==> config.mk <==
export PLATFORM = sky130hd
export DESIGN_NAME = tftp_receive_engine_core
export DESIGN_NICKNAME = d
export VERILOG_FILES = /design/src/hw/rtl/tre_pkg.sv /design/src/hw/rtl/tftp_receive_engine_core.sv
export SDC_FILE = /design/constraint.sdc
export NUM_CORES = 1
export LEC_CHECK = 0
export BUFFER_PORTS_ARGS = -buffer_cell sky130_fd_sc_hd__buf_2
export CAP_MARGIN = 25
export CORE_ASPECT_RATIO = 1.2
export CORE_MARGIN = 10
export CORE_UTILIZATION = 45
export CTS_CLUSTER_DIAMETER = 60
export CTS_CLUSTER_SIZE = 10
export DETAILED_ROUTE_END_ITERATION = 12
export SLEW_MARGIN = 20
export SYNTH_ARGS = -nofsm -noshare
export SYNTH_HDL_FRONTEND = slang
export SYNTH_SLANG_ARGS = --single-unit
==> constraint.sdc <==
create_clock -name clk -period 13.6 [get_ports clk]
set_clock_uncertainty 0.15 [all_clocks]
set_input_delay 1.36 -clock clk [delete_from_list [all_inputs] [get_ports clk]]
set_output_delay 1.36 -clock clk [all_outputs]
set_load 0.01 [all_outputs]
==> src/hw/rtl/tre_pkg.sv <==
// ----------------------------------------------------------------------------
// tre_pkg : shared types and constants of the TFTP receive engine
// Event codes, result kinds, status codes, phases and register indexes.
// ----------------------------------------------------------------------------
package tre_pkg;

	// event carried by one input transaction
	typedef enum logic [1:0] {
		ACT_START  = 2'd0,
		ACT_HEADER = 2'd1,
		ACT_TICK   = 2'd2,
		ACT_BYTE   = 2'd3
	} action_t;

	// kind of one result transaction
	typedef enum logic [2:0] {
		KIND_SEND_RRQ = 3'd0,
		KIND_SEND_ACK = 3'd1,
		KIND_WRITE    = 3'd2,
		KIND_FINISHED = 3'd3,
		KIND_FAILED   = 3'd4
	} kind_t;

	// transfer phase
	typedef enum logic [1:0] {
		PH_IDLE = 2'd0,
		PH_WAIT = 2'd1,
		PH_DONE = 2'd2,
		PH_FAIL = 2'd3
	} phase_t;

	// failure status
	localparam logic [1:0] ST_OK       = 2'd0;
	localparam logic [1:0] ST_TIMEOUT  = 2'd1;
	localparam logic [1:0] ST_PEER_ERR = 2'd2;
	localparam logic [1:0] ST_PROTO    = 2'd3;

	// TFTP opcodes
	localparam logic [15:0] OP_DATA  = 16'd3;
	localparam logic [15:0] OP_ERROR = 16'd5;
	localparam logic [15:0] OP_OACK  = 16'd6;

	// configuration register indexes
	localparam int unsigned CFG_IDX_W = 3;
	localparam logic [CFG_IDX_W-1:0] REG_REQ_BLKSIZE = 3'd0;
	localparam logic [CFG_IDX_W-1:0] REG_RETRY_LIMIT = 3'd1;
	localparam logic [CFG_IDX_W-1:0] REG_DUP_ACKS    = 3'd2;
	localparam logic [CFG_IDX_W-1:0] REG_NETASCII    = 3'd3;
	localparam logic [CFG_IDX_W-1:0] REG_OPTIONS     = 3'd4;

	// protocol constants
	localparam logic [15:0] DEFAULT_BLOCK = 16'd512;
	localparam logic [15:0] MIN_BLOCK     = 16'd8;
	localparam logic [15:0] HDR_LEN       = 16'd4;
	localparam logic [7:0]  CHAR_CR       = 8'h0D;
	localparam logic [7:0]  CHAR_NUL      = 8'h00;
	localparam logic [7:0]  RETRY_RESET   = 8'd5;

	// results caused by one event: 0..2 packet copies, then an optional tail
	typedef struct packed {
		logic [1:0]  pkt_cnt;
		logic        pkt_is_ack;
		logic [15:0] pkt_ack;
		logic        tail_vld;
		kind_t       tail_kind;
		logic [7:0]  tail_byte;
		logic [1:0]  tail_status;
		logic [15:0] bsize;
	} bundle_t;

endpackage

==> src/hw/rtl/tftp_receive_engine_core.sv <==
// ----------------------------------------------------------------------------
// tftp_receive_engine_core : receive side of a TFTP read transfer
// Turns start, header, timeout and payload byte events into packet sends,
// file writes and end-of-transfer reports.
// ----------------------------------------------------------------------------
// Usage:
//   item channel   : one event per transaction (item_valid / item_stall).
//                    action selects start, received header, timeout tick or
//                    payload byte; the other fields apply to their event.
//   result channel : 0..3 result transactions per event (result_valid /
//                    result_stall); last marks the final result of an event.
//                    Events that cause nothing produce no transaction.
//   cfg channel    : register writes (cfg_valid / cfg_ready), ready is always
//                    high. Write only while the engine is quiet.
// Path: an event is registered into stage 1, decoded there, and its results
//   are registered into the stage 2 result register, which drives them out.
// Throughput: one event per cycle while each event yields at most one result
//   (payload bytes, plain ACKs) and results are not stalled. An event with
//   more than one result holds the result register until its final result
//   leaves; stage 1 keeps accepting one further event.
// Stall: a stalled result holds still; once stage 1 is also full, item_stall
//   rises in the same cycle.
// Reset: arst_n clears all control state and loads register defaults
//   (blksize 512, retry limit 5, other options off); phase is idle.
// ----------------------------------------------------------------------------
module tftp_receive_engine_core (
	input  logic                           clk,
	input  logic                           arst_n,
	// event channel
	input  logic                           item_valid,
	output logic                           item_stall,
	input  logic [1:0]                     action,
	input  logic [15:0]                    opcode,
	input  logic [15:0]                    block_number,
	input  logic [15:0]                    packet_length,
	input  logic                           has_blksize,
	input  logic [15:0]                    offered_blksize,
	input  logic [7:0]                     payload_byte,
	// result channel
	output logic                           result_valid,
	input  logic                           result_stall,
	output logic [2:0]                     kind,
	output logic [15:0]                    ack_block,
	output logic [7:0]                     out_byte,
	output logic [1:0]                     status,
	output logic [15:0]                    block_size_in_use,
	output logic                           last,
	// configuration write channel
	input  logic                           cfg_valid,
	output logic                           cfg_ready,
	input  logic [tre_pkg::CFG_IDX_W-1:0]  cfg_index,
	input  logic [15:0]                    cfg_data
);

	// ---------------- configuration registers ----------------
	logic [15:0] req_bsize_q;
	logic [7:0]  retry_limit_q;
	logic        dup_acks_q;
	logic        netascii_q;
	logic        opt_req_q;

	assign cfg_ready = 1'b1;

	always_ff @(posedge clk or negedge arst_n) begin
		if (!arst_n) begin
			req_bsize_q   <= tre_pkg::DEFAULT_BLOCK;
			retry_limit_q <= tre_pkg::RETRY_RESET;
			dup_acks_q    <= 1'b0;
			netascii_q    <= 1'b0;
			opt_req_q     <= 1'b0;
		end else if (cfg_valid && cfg_ready) begin
			unique case (cfg_index)
				tre_pkg::REG_REQ_BLKSIZE: req_bsize_q   <= cfg_data;
				tre_pkg::REG_RETRY_LIMIT: retry_limit_q <= cfg_data[7:0];
				tre_pkg::REG_DUP_ACKS:    dup_acks_q    <= cfg_data[0];
				tre_pkg::REG_NETASCII:    netascii_q    <= cfg_data[0];
				tre_pkg::REG_OPTIONS:     opt_req_q     <= cfg_data[0];
				default: ;
			endcase
		end
	end

	// ---------------- stage 1: event register ----------------
	logic                   vld_s1;
	tre_pkg::action_t       action_s1;
	logic [15:0]            opcode_s1;
	logic [15:0]            blk_s1;
	logic [15:0]            len_s1;
	logic                   has_bs_s1;
	logic [15:0]            offer_s1;
	logic [7:0]             byte_s1;

	logic item_acc;
	logic adv_s1;     // stage 1 hands its event to the result register

	// ---------------- stage 2: result register ----------------
	tre_pkg::bundle_t bnd_s2;
	tre_pkg::bundle_t bnd_nxt;
	logic             out_acc;

	// result register frees when empty or when its final entry leaves
	assign adv_s1     = vld_s1 && (!result_valid || (out_acc && last));
	assign item_stall = vld_s1 && !adv_s1;
	assign item_acc   = item_valid && !item_stall;

	always_ff @(posedge clk or negedge arst_n) begin
		if (!arst_n) begin
			vld_s1 <= 1'b0;
		end else if (item_acc) begin
			vld_s1 <= 1'b1;
		end else if (adv_s1) begin
			vld_s1 <= 1'b0;
		end
	end

	always_ff @(posedge clk) begin
		if (item_acc) begin
			action_s1 <= tre_pkg::action_t'(action);
			opcode_s1 <= opcode;
			blk_s1    <= block_number;
			len_s1    <= packet_length;
			has_bs_s1 <= has_blksize;
			offer_s1  <= offered_blksize;
			byte_s1   <= payload_byte;
		end
	end

	// ---------------- transfer state ----------------
	tre_pkg::phase_t phase_q,     phase_d;
	logic [15:0]     exp_blk_q,   exp_blk_d;
	logic            await_oack_q, await_oack_d;
	logic            connected_q, connected_d;
	logic [7:0]      retry_cnt_q, retry_cnt_d;
	logic [15:0]     bsize_q,     bsize_d;
	logic            prev_cr_q,   prev_cr_d;
	logic            last_ack_q,  last_ack_d;
	logic [15:0]     remain_q,    remain_d;

	always_ff @(posedge clk or negedge arst_n) begin
		if (!arst_n) begin
			phase_q      <= tre_pkg::PH_IDLE;
			exp_blk_q    <= 16'd1;
			await_oack_q <= 1'b0;
			connected_q  <= 1'b0;
			retry_cnt_q  <= '0;
			bsize_q      <= tre_pkg::DEFAULT_BLOCK;
			prev_cr_q    <= 1'b0;
			last_ack_q   <= 1'b0;
			remain_q     <= '0;
		end else if (adv_s1) begin
			phase_q      <= phase_d;
			exp_blk_q    <= exp_blk_d;
			await_oack_q <= await_oack_d;
			connected_q  <= connected_d;
			retry_cnt_q  <= retry_cnt_d;
			bsize_q      <= bsize_d;
			prev_cr_q    <= prev_cr_d;
			last_ack_q   <= last_ack_d;
			remain_q     <= remain_d;
		end
	end

	// ---------------- event decode ----------------
	logic        in_wait;
	logic        hdr_err, hdr_oack, oack_bad, data_bad, blk_miss;
	logic [15:0] pay_raw, bs_eff, pay;
	logic        data_short;
	logic [7:0]  retry_inc;
	logic        tick_fail;
	logic        byte_take;
	logic        byte_hold;   // netascii CR held back, no write
	logic [7:0]  byte_val;
	logic [1:0]  copies;
	logic [15:0] prev_blk;

	always_comb begin
		in_wait    = (phase_q == tre_pkg::PH_WAIT);
		hdr_err    = (opcode_s1 == tre_pkg::OP_ERROR);
		hdr_oack   = (opcode_s1 == tre_pkg::OP_OACK);
		oack_bad   = !await_oack_q || (exp_blk_q != 16'd1) ||
		             (has_bs_s1 && ((offer_s1 < tre_pkg::MIN_BLOCK) ||
		                            (offer_s1 > req_bsize_q)));
		data_bad   = (opcode_s1 != tre_pkg::OP_DATA) || (len_s1 < tre_pkg::HDR_LEN);
		blk_miss   = (blk_s1 != exp_blk_q);
		// an awaited OACK that never came falls back to the default size
		bs_eff     = await_oack_q ? tre_pkg::DEFAULT_BLOCK : bsize_q;
		pay_raw    = len_s1 - tre_pkg::HDR_LEN;
		pay        = (pay_raw > bs_eff) ? bs_eff : pay_raw;
		data_short = (pay != bs_eff);
		retry_inc  = retry_cnt_q + 8'd1;
		tick_fail  = !((retry_inc < retry_limit_q) && (retry_inc != 8'd0));
		byte_take  = (remain_q != 16'd0);
		byte_hold  = netascii_q && !prev_cr_q && (byte_s1 == tre_pkg::CHAR_CR);
		byte_val   = (netascii_q && prev_cr_q && (byte_s1 == tre_pkg::CHAR_NUL)) ?
		             tre_pkg::CHAR_CR : byte_s1;
		// headers connect first, so they always see the connected copy count
		copies     = dup_acks_q ? 2'd2 : 2'd1;
		prev_blk   = exp_blk_q - 16'd1;
	end

	// ---------------- next state ----------------
	always_comb begin
		phase_d      = phase_q;
		exp_blk_d    = exp_blk_q;
		await_oack_d = await_oack_q;
		connected_d  = connected_q;
		retry_cnt_d  = retry_cnt_q;
		bsize_d      = bsize_q;
		prev_cr_d    = prev_cr_q;
		last_ack_d   = last_ack_q;
		remain_d     = remain_q;
		unique case (action_s1)
			tre_pkg::ACT_START: begin
				phase_d      = tre_pkg::PH_WAIT;
				exp_blk_d    = 16'd1;
				await_oack_d = opt_req_q;
				connected_d  = 1'b0;
				retry_cnt_d  = '0;
				bsize_d      = req_bsize_q;
				prev_cr_d    = 1'b0;
				last_ack_d   = 1'b0;
				remain_d     = '0;
			end
			tre_pkg::ACT_HEADER: begin
				if (in_wait) begin
					connected_d = 1'b1;
					retry_cnt_d = '0;
					remain_d    = '0;
					priority if (hdr_err) begin
						phase_d = tre_pkg::PH_FAIL;
					end else if (hdr_oack) begin
						if (oack_bad) begin
							phase_d = tre_pkg::PH_FAIL;
						end else begin
							if (has_bs_s1) begin
								bsize_d = offer_s1;
							end
							await_oack_d = 1'b0;
							last_ack_d   = 1'b1;
						end
					end else if (data_bad) begin
						phase_d = tre_pkg::PH_FAIL;
					end else if (!blk_miss) begin
						bsize_d      = bs_eff;
						await_oack_d = 1'b0;
						remain_d     = pay;
						last_ack_d   = 1'b1;
						exp_blk_d    = exp_blk_q + 16'd1;
						if (data_short) begin
							phase_d = tre_pkg::PH_DONE;
						end
					end
				end
			end
			tre_pkg::ACT_TICK: begin
				if (in_wait) begin
					retry_cnt_d = retry_inc;
					if (tick_fail) begin
						phase_d  = tre_pkg::PH_FAIL;
						remain_d = '0;
					end
				end
			end
			tre_pkg::ACT_BYTE: begin
				if (byte_take) begin
					remain_d  = remain_q - 16'd1;
					prev_cr_d = netascii_q && (prev_cr_q ? 1'b0 : byte_hold);
					if (!netascii_q) begin
						prev_cr_d = prev_cr_q;
					end
				end
			end
			default: ;
		endcase
	end

	// ---------------- results of this event ----------------
	always_comb begin
		bnd_nxt             = '0;
		bnd_nxt.tail_kind   = tre_pkg::KIND_FAILED;
		bnd_nxt.tail_status = tre_pkg::ST_OK;
		bnd_nxt.bsize       = bsize_d;
		unique case (action_s1)
			tre_pkg::ACT_START: begin
				bnd_nxt.pkt_cnt = 2'd1;   // not connected yet: one copy
			end
			tre_pkg::ACT_HEADER: begin
				if (in_wait) begin
					priority if (hdr_err) begin
						bnd_nxt.tail_vld    = 1'b1;
						bnd_nxt.tail_status = tre_pkg::ST_PEER_ERR;
					end else if (hdr_oack) begin
						if (oack_bad) begin
							bnd_nxt.tail_vld    = 1'b1;
							bnd_nxt.tail_status = tre_pkg::ST_PROTO;
						end else begin
							bnd_nxt.pkt_cnt    = copies;
							bnd_nxt.pkt_is_ack = 1'b1;
						end
					end else if (data_bad) begin
						bnd_nxt.tail_vld    = 1'b1;
						bnd_nxt.tail_status = tre_pkg::ST_PROTO;
					end else if (blk_miss) begin
						// resend the previous packet
						bnd_nxt.pkt_cnt    = copies;
						bnd_nxt.pkt_is_ack = last_ack_q;
						bnd_nxt.pkt_ack    = last_ack_q ? prev_blk : 16'd0;
					end else begin
						bnd_nxt.pkt_cnt    = copies;
						bnd_nxt.pkt_is_ack = 1'b1;
						bnd_nxt.pkt_ack    = exp_blk_q;
						if (data_short) begin
							bnd_nxt.tail_vld  = 1'b1;
							bnd_nxt.tail_kind = tre_pkg::KIND_FINISHED;
						end
					end
				end
			end
			tre_pkg::ACT_TICK: begin
				if (in_wait) begin
					if (tick_fail) begin
						bnd_nxt.tail_vld    = 1'b1;
						bnd_nxt.tail_status = tre_pkg::ST_TIMEOUT;
					end else begin
						bnd_nxt.pkt_cnt    = (connected_q && dup_acks_q) ? 2'd2 : 2'd1;
						bnd_nxt.pkt_is_ack = last_ack_q;
						bnd_nxt.pkt_ack    = last_ack_q ? prev_blk : 16'd0;
					end
				end
			end
			tre_pkg::ACT_BYTE: begin
				if (byte_take && !byte_hold) begin
					bnd_nxt.tail_vld  = 1'b1;
					bnd_nxt.tail_kind = tre_pkg::KIND_WRITE;
					bnd_nxt.tail_byte = byte_val;
				end
			end
			default: ;
		endcase
	end

	// ---------------- stage 2: result register and drain ----------------
	assign out_acc = result_valid && !result_stall;

	always_ff @(posedge clk or negedge arst_n) begin
		if (!arst_n) begin
			bnd_s2 <= '0;
		end else if (adv_s1) begin
			bnd_s2 <= bnd_nxt;
		end else if (out_acc) begin
			// packet copies leave first, then the tail entry
			if (bnd_s2.pkt_cnt != 2'd0) begin
				bnd_s2.pkt_cnt <= bnd_s2.pkt_cnt - 2'd1;
			end else begin
				bnd_s2.tail_vld <= 1'b0;
			end
		end
	end

	always_comb begin
		result_valid      = (bnd_s2.pkt_cnt != 2'd0) || bnd_s2.tail_vld;
		block_size_in_use = bnd_s2.bsize;
		if (bnd_s2.pkt_cnt != 2'd0) begin
			kind      = bnd_s2.pkt_is_ack ? tre_pkg::KIND_SEND_ACK : tre_pkg::KIND_SEND_RRQ;
			ack_block = bnd_s2.pkt_ack;
			out_byte  = '0;
			status    = tre_pkg::ST_OK;
			last      = (bnd_s2.pkt_cnt == 2'd1) && !bnd_s2.tail_vld;
		end else begin
			kind      = bnd_s2.tail_kind;
			ack_block = '0;
			out_byte  = bnd_s2.tail_byte;
			status    = bnd_s2.tail_status;
			last      = 1'b1;
		end
	end

endmodule
Word-level counts from Yosys, hierarchy flattened. Index checks and enable logic that the tools add are counted. Widths: inputs -> output; s select.

Register bits: 214. Logic and storage cells: 237.

Add/sub/neg operators: 6. $lt $le $gt $ge: 5. Equal/unequal tests: 32. Multiplexer cells: 109. Reductions and logical operators: 55.

Operator list (count): $mux 16 (25); $pmux 16 s2 (2); $pmux 16 s4 (1); $mux 19 (3); $mux 2 (20); $mux 8 (5); $pmux 17 s2 (1); $eq 16x3->1 const B (2); $gt 16x16->1 (2); $ne 16x16->1 (2); $sub 16x1->16 const B (2); $mux 1 (30); $pmux 8 s3 (1); $mux 23 (1); $mux 20 (1); $ne 2x2->1 const B (10); $mux 3 (6); $mux 17 (1); $add 16x1->16 const B (1); $lt 16x3->1 const B (1); $lt 16x4->1 const B (1); $ne 16x1->1 const B (1); $ne 16x2->1 const B (1); $reduce_bool 16->1 (1); 35 further kinds (86).

Longest topological paths before layout.
Depth after elaboration: 12. Gate-level depth with buffers: 17.

Worst setup path after synthesis. Ideal clock, no wire load.

Path type: register to register. From: reg len_s1[2]. To: reg remain_q[11]. Library setup time: 127 ps. Arrival time: 3966 ps. Required time: 13323 ps. Path slack: 9357 ps. Cell stages (with the launch flop): 18. Path buffers: 3. Clock period less this slack: 4243 ps. Cell sequence: edfxtp_1 > inv_1 > ha_1 > or3b_1 > or3_1 > clkbuf_1 > xnor2_1 > ha_1 > nand4_1 > or3_1 > a21o_1 > o211ai_1 > o21a_1 > clkbuf_1 > clkbuf_1 > mux2i_1 > a2bb2oi_1 > o31ai_1.

Longest elaborated chain between the ends: 9.

RTL lines: from (decl) (RTL line tftp_receive_engine_core.sv:88) `logic [15:0] len_s1;`; from (signal assigned) (RTL line tftp_receive_engine_core.sv:121) `len_s1 <= packet_length;`; $sub 16x3->16 (RTL line tftp_receive_engine_core.sv:187) `pay_raw = len_s1 - tre_pkg::HDR_LEN;`; $gt 16x16->1 (RTL line tftp_receive_engine_core.sv:188) `pay = (pay_raw > bs_eff) ? bs_eff : pay_raw;`; $mux 16 (RTL line tftp_receive_engine_core.sv:188); $mux 16 (RTL line tftp_receive_engine_core.sv:243) `end else if (!blk_miss) begin`; $mux 16 * (RTL line tftp_receive_engine_core.sv:241) `end else if (data_bad) begin`; $mux 16 * (RTL line tftp_receive_engine_core.sv:231) `end else if (hdr_oack) begin`; $mux 16 * (RTL line tftp_receive_engine_core.sv:229) `priority if (hdr_err) begin`; $mux 16 * (RTL line tftp_receive_engine_core.sv:225) `if (in_wait) begin`; $pmux 16 s4 * (RTL line tftp_receive_engine_core.sv:212) `unique case (action_s1)`; to (signal assigned) (RTL line tftp_receive_engine_core.sv:159) `remain_q <= remain_d;`; to (decl) (RTL line tftp_receive_engine_core.sv:137) `logic [15:0] remain_q, remain_d;`.

Mark *: on every way between the ends. The rest lies on a longest branch, timed or not. The select of a mux whose other input is x is not followed. A chain may end at the register's enable or synchronous reset.

Worst setup path in the final report.
From: reg len_s1[2]. To: reg phase_q[0].

Longest elaborated chain between the ends: 7.

RTL lines: parallel branches: the longest is 7 deep, another holds $sub 16x3->16; to (signal assigned) (RTL line tftp_receive_engine_core.sv:141) `phase_q <= tre_pkg::PH_IDLE;`; to (signal assigned) (RTL line tftp_receive_engine_core.sv:151) `phase_q <= phase_d;`; to (decl) (RTL line tftp_receive_engine_core.sv:129) `tre_pkg::phase_t phase_q, phase_d;`.

Several ways; the timed one is not identified. The select of a mux whose other input is x is not followed.

==> metrics.cfg <==
[grt]
top_usage_layer = met2
antenna_found_initial = 0
grt_overflow = 0
met2_usage = 0.3303
grt_start_max_net_pins = 76
grt_pass1_wl_um = 51860
grt.met3_usage = 0.03395
track_usage = 0.1953
use_met1 = 0.2448
grt_pass1_vias = 9527

[placed_design]
routabilityCongestion = 0.9256
io_buffers = 146
hpwl_um = 24190
pre_cts_slack_ns = 8.833
dp_cells = 1607

[synth]
synth_edf_count = 75
syn_area_sq_um = 11560
synth-seq-cells = 199
ys_seq_area_frac = 0.4639
synth_cells = 1201
synth_top_area_cell = dfrtp_1
synth.top_cells.by_area = dfrtp_1, edfxtp_1, ha_1, nand2_1, o21ai_0
synth_top_area_share = 0.2577
avgSynthCellArea_sq_um = 9.622
ys.flop_type = dfrtp_1
synth.distinct_cells = 79
async_flop_share = 0.6231
ys_warn_count = 0
synth.net_count = 1351

[timing]
setup_tns_ns = 0
maxSlewHeadroom = 0.3327
rsz0062_at_grt = no
finalHoldViolations = 0
final.period_utilization = 0.3536
worst-slew-pin-transition_ns = 0.9870
timing.fmax_ghz = 0.2079
slew_violations = 0
min_period_ns = 4.810
postLayoutSetupSlackWorst_ns = 8.790
setup_violations = 0

[detailed_routing]
via_per_inst = 5.724
drt.antenna.violating_nets = 0
num_vias = 9393
dr.pass1.iters = 5
initialDrtViolationCount = 735
drt_wl_total_um = 32290
wl_per_cell_um = 19.68
drcViolationCount = 0

[floorplan]
rows = 64
start_util = 0.4552
die_area_sq_um = 32520
die_h_um = 195.5
coreArea_sq_um = 25380
ioPinCount = 148
die_x_um = 166.3

[worst_hold_path]
holdPathStages = 2
whs_endpoint = bnd_s2[30]$_DFFE_PN0P_
hold_class = register to register
worstHoldStart = bnd_s2[30]$_DFFE_PN0P_

[cts]
numCtsBuffers = 17
clock_latency_ns = 0.45
h-tree-depth = 4
cts_root_buffer = clkbuf_16
clkTransAtPathRegs_ns = 0.08
tritoncts = built
clkSinkCount = 199
clockBufferDepth = 2
postCtsSetupBuffers = 0
cts-resized-gates = 0
cts_hold_buf = 0

[layout]
instances_no_fill = 1641
num-nets-final = 1448
drive_above_1_share = 0.1686
insertedDiodeCount = 0
layout_commonest_cell = buf_2
final_cell_mix = buf_2, nand2_1, dfrtp_1
syn2layout_area_growth_pct = 13.07

[critical_path]
worst_r2r_path_depth = 14
r2r_slack_ns = 8.79
path_buf_inv = 1
worstPathArrival_ns = 5.02
regToRegEndpoint = phase_q[0]$_DFFE_PN0P_
endpoint_kind = register
max_stage_delay_ns = 0.79
criticalPathCategory = register to register
worstPathCellList = inv_1, ha_1, or3b_1, or3_1, xnor2_1, ha_1, nand4_1, or3_1, a21o_1, o211ai_1, o21a_1, a21oi_1, a21o_1, a41oi_1
crit_family = compound AO/OA/AOI/OAI gates
cp_max_fo = 25
regToRegStartpoint = len_s1[2]$_DFFE_PP_
critical-path-slowest-cell = o21a_1
crit_cells = 14
start_kind = register
worstPathRequired_ns = 13.81

[power]
power_mw = 2.322
p_per_area_nw_per_um2 = 177.7
power.leakage_nw = 5.601
ir_worst_vdd_mv = 0.08541

[outcome]
run_status = finished, final reports clean

[run]
drv_cap = 0

through the flow:
| step | hold WS, ns | area, sq um | utilization |
|---|---|---|---|
| detailed placement | 0.2989 | 12420 | 0.4891 |
| global route | 0.3395 | 13070 | 0.5147 |
| floorplan | 0.2809 | 11560 | - |
| global placement | 0.2967 | 12410 | 0.4889 |
| finish | 0.3119 | 13070 | 0.5147 |
| CTS | 0.3158 | 13010 | 0.5125 |
report_power, final:
| group | switching, mW | internal [mW] | total [mW] | leakage, nW |
|---|---|---|---|---|
| clock network | 0.243 | 0.275 | 0.518 | 0.280 |
| logic | 0.507 | 0.340 | 0.847 | 3.02 |
| registers | 0.169 | 0.788 | 0.958 | 2.30 |
Yosys cell counts (13+ instances only):
master	number
o21ai_1	21
xor2_1	26
nor2b_1	33
inv_1	62
clkbuf_1	52
nand3_1	36
edfxtp_1	75
nor2_1	78
or3_1	15
a221o_1	17
nand2b_1	13
a21oi_1	44
o211ai_1	14
buf_4	17
ha_1	51
o21ai_0	82
and3_1	14
nand4_1	24
nor3_1	18
o31ai_1	15
nand2_1	136
a21o_1	16
nor4_1	15
mux2i_1	13
dfrtp_1	119
xnor2_1	20
and2_1	18
metal layers:
metal  up-vias  wire, um
met1      4560     14230
met2       245     15970
met4         0       784
li1       4538         -
met5         -         0
met3        50      1300
kinds of logic after synthesis:
logic type | count (synthesis) | synth area share
compound gates | 285 | 0.1623
mux | 20 | 0.01808
simple gates | 455 | 0.2089
xor+xnor | 48 | 0.03876
other cells | 1 | 0.0003245
flops | 199 | 0.4639
buf+inv | 142 | 0.05251
fa+ha+maj | 51 | 0.05522
worst max-delay path by stage:
stage	endpoint	from	slack (ns)
3_5_place_dp	phase_q[0]$_DFFE_PN0P_	len_s1[2]$_DFFE_PP_	8.83
2_1_floorplan	remain_q[11]$_DFFE_PN0P_	len_s1[2]$_DFFE_PP_	9.36
5_1_grt	phase_q[0]$_DFFE_PN0P_	len_s1[4]$_DFFE_PP_	8.51
3_3_place_gp	phase_q[0]$_DFFE_PN0P_	len_s1[2]$_DFFE_PP_	8.93
4_1_cts	phase_q[0]$_DFFE_PN0P_	len_s1[2]$_DFFE_PP_	8.80
6_report	phase_q[0]$_DFFE_PN0P_	len_s1[2]$_DFFE_PP_	8.79
worst min-delay path, stage by stage (launching register included):
cell and delay [ns]:
dfrtp_1 0.34, nand2_1 0.05, nand2_1 0.05
flip-flops by register name, summed over array words and instances (netlist names), 8 cells and up, named ones only:
register       cells
bnd_s2            33
offer_s1          16
byte_s1            8
opcode_s1         16
blk_s1            16
retry_limit_q      8
retry_cnt_q        8
req_bsize_q       16
len_s1            16
exp_blk_q         16
remain_q          16
final cells by class:
cell class | count | area, sq um
Fill cell | 2353 | 12320
Multi-Input combinational cell | 860 | 5605
Tap cell | 330 | 412.9
Clock buffer | 17 | 425.4
Inverter | 62 | 232.7
Timing Repair Buffer | 158 | 860.8
Clock inverter | 15 | 167.7
Sequential cell | 199 | 5361
Note: power is estimated with default switching activity, not from simulation.
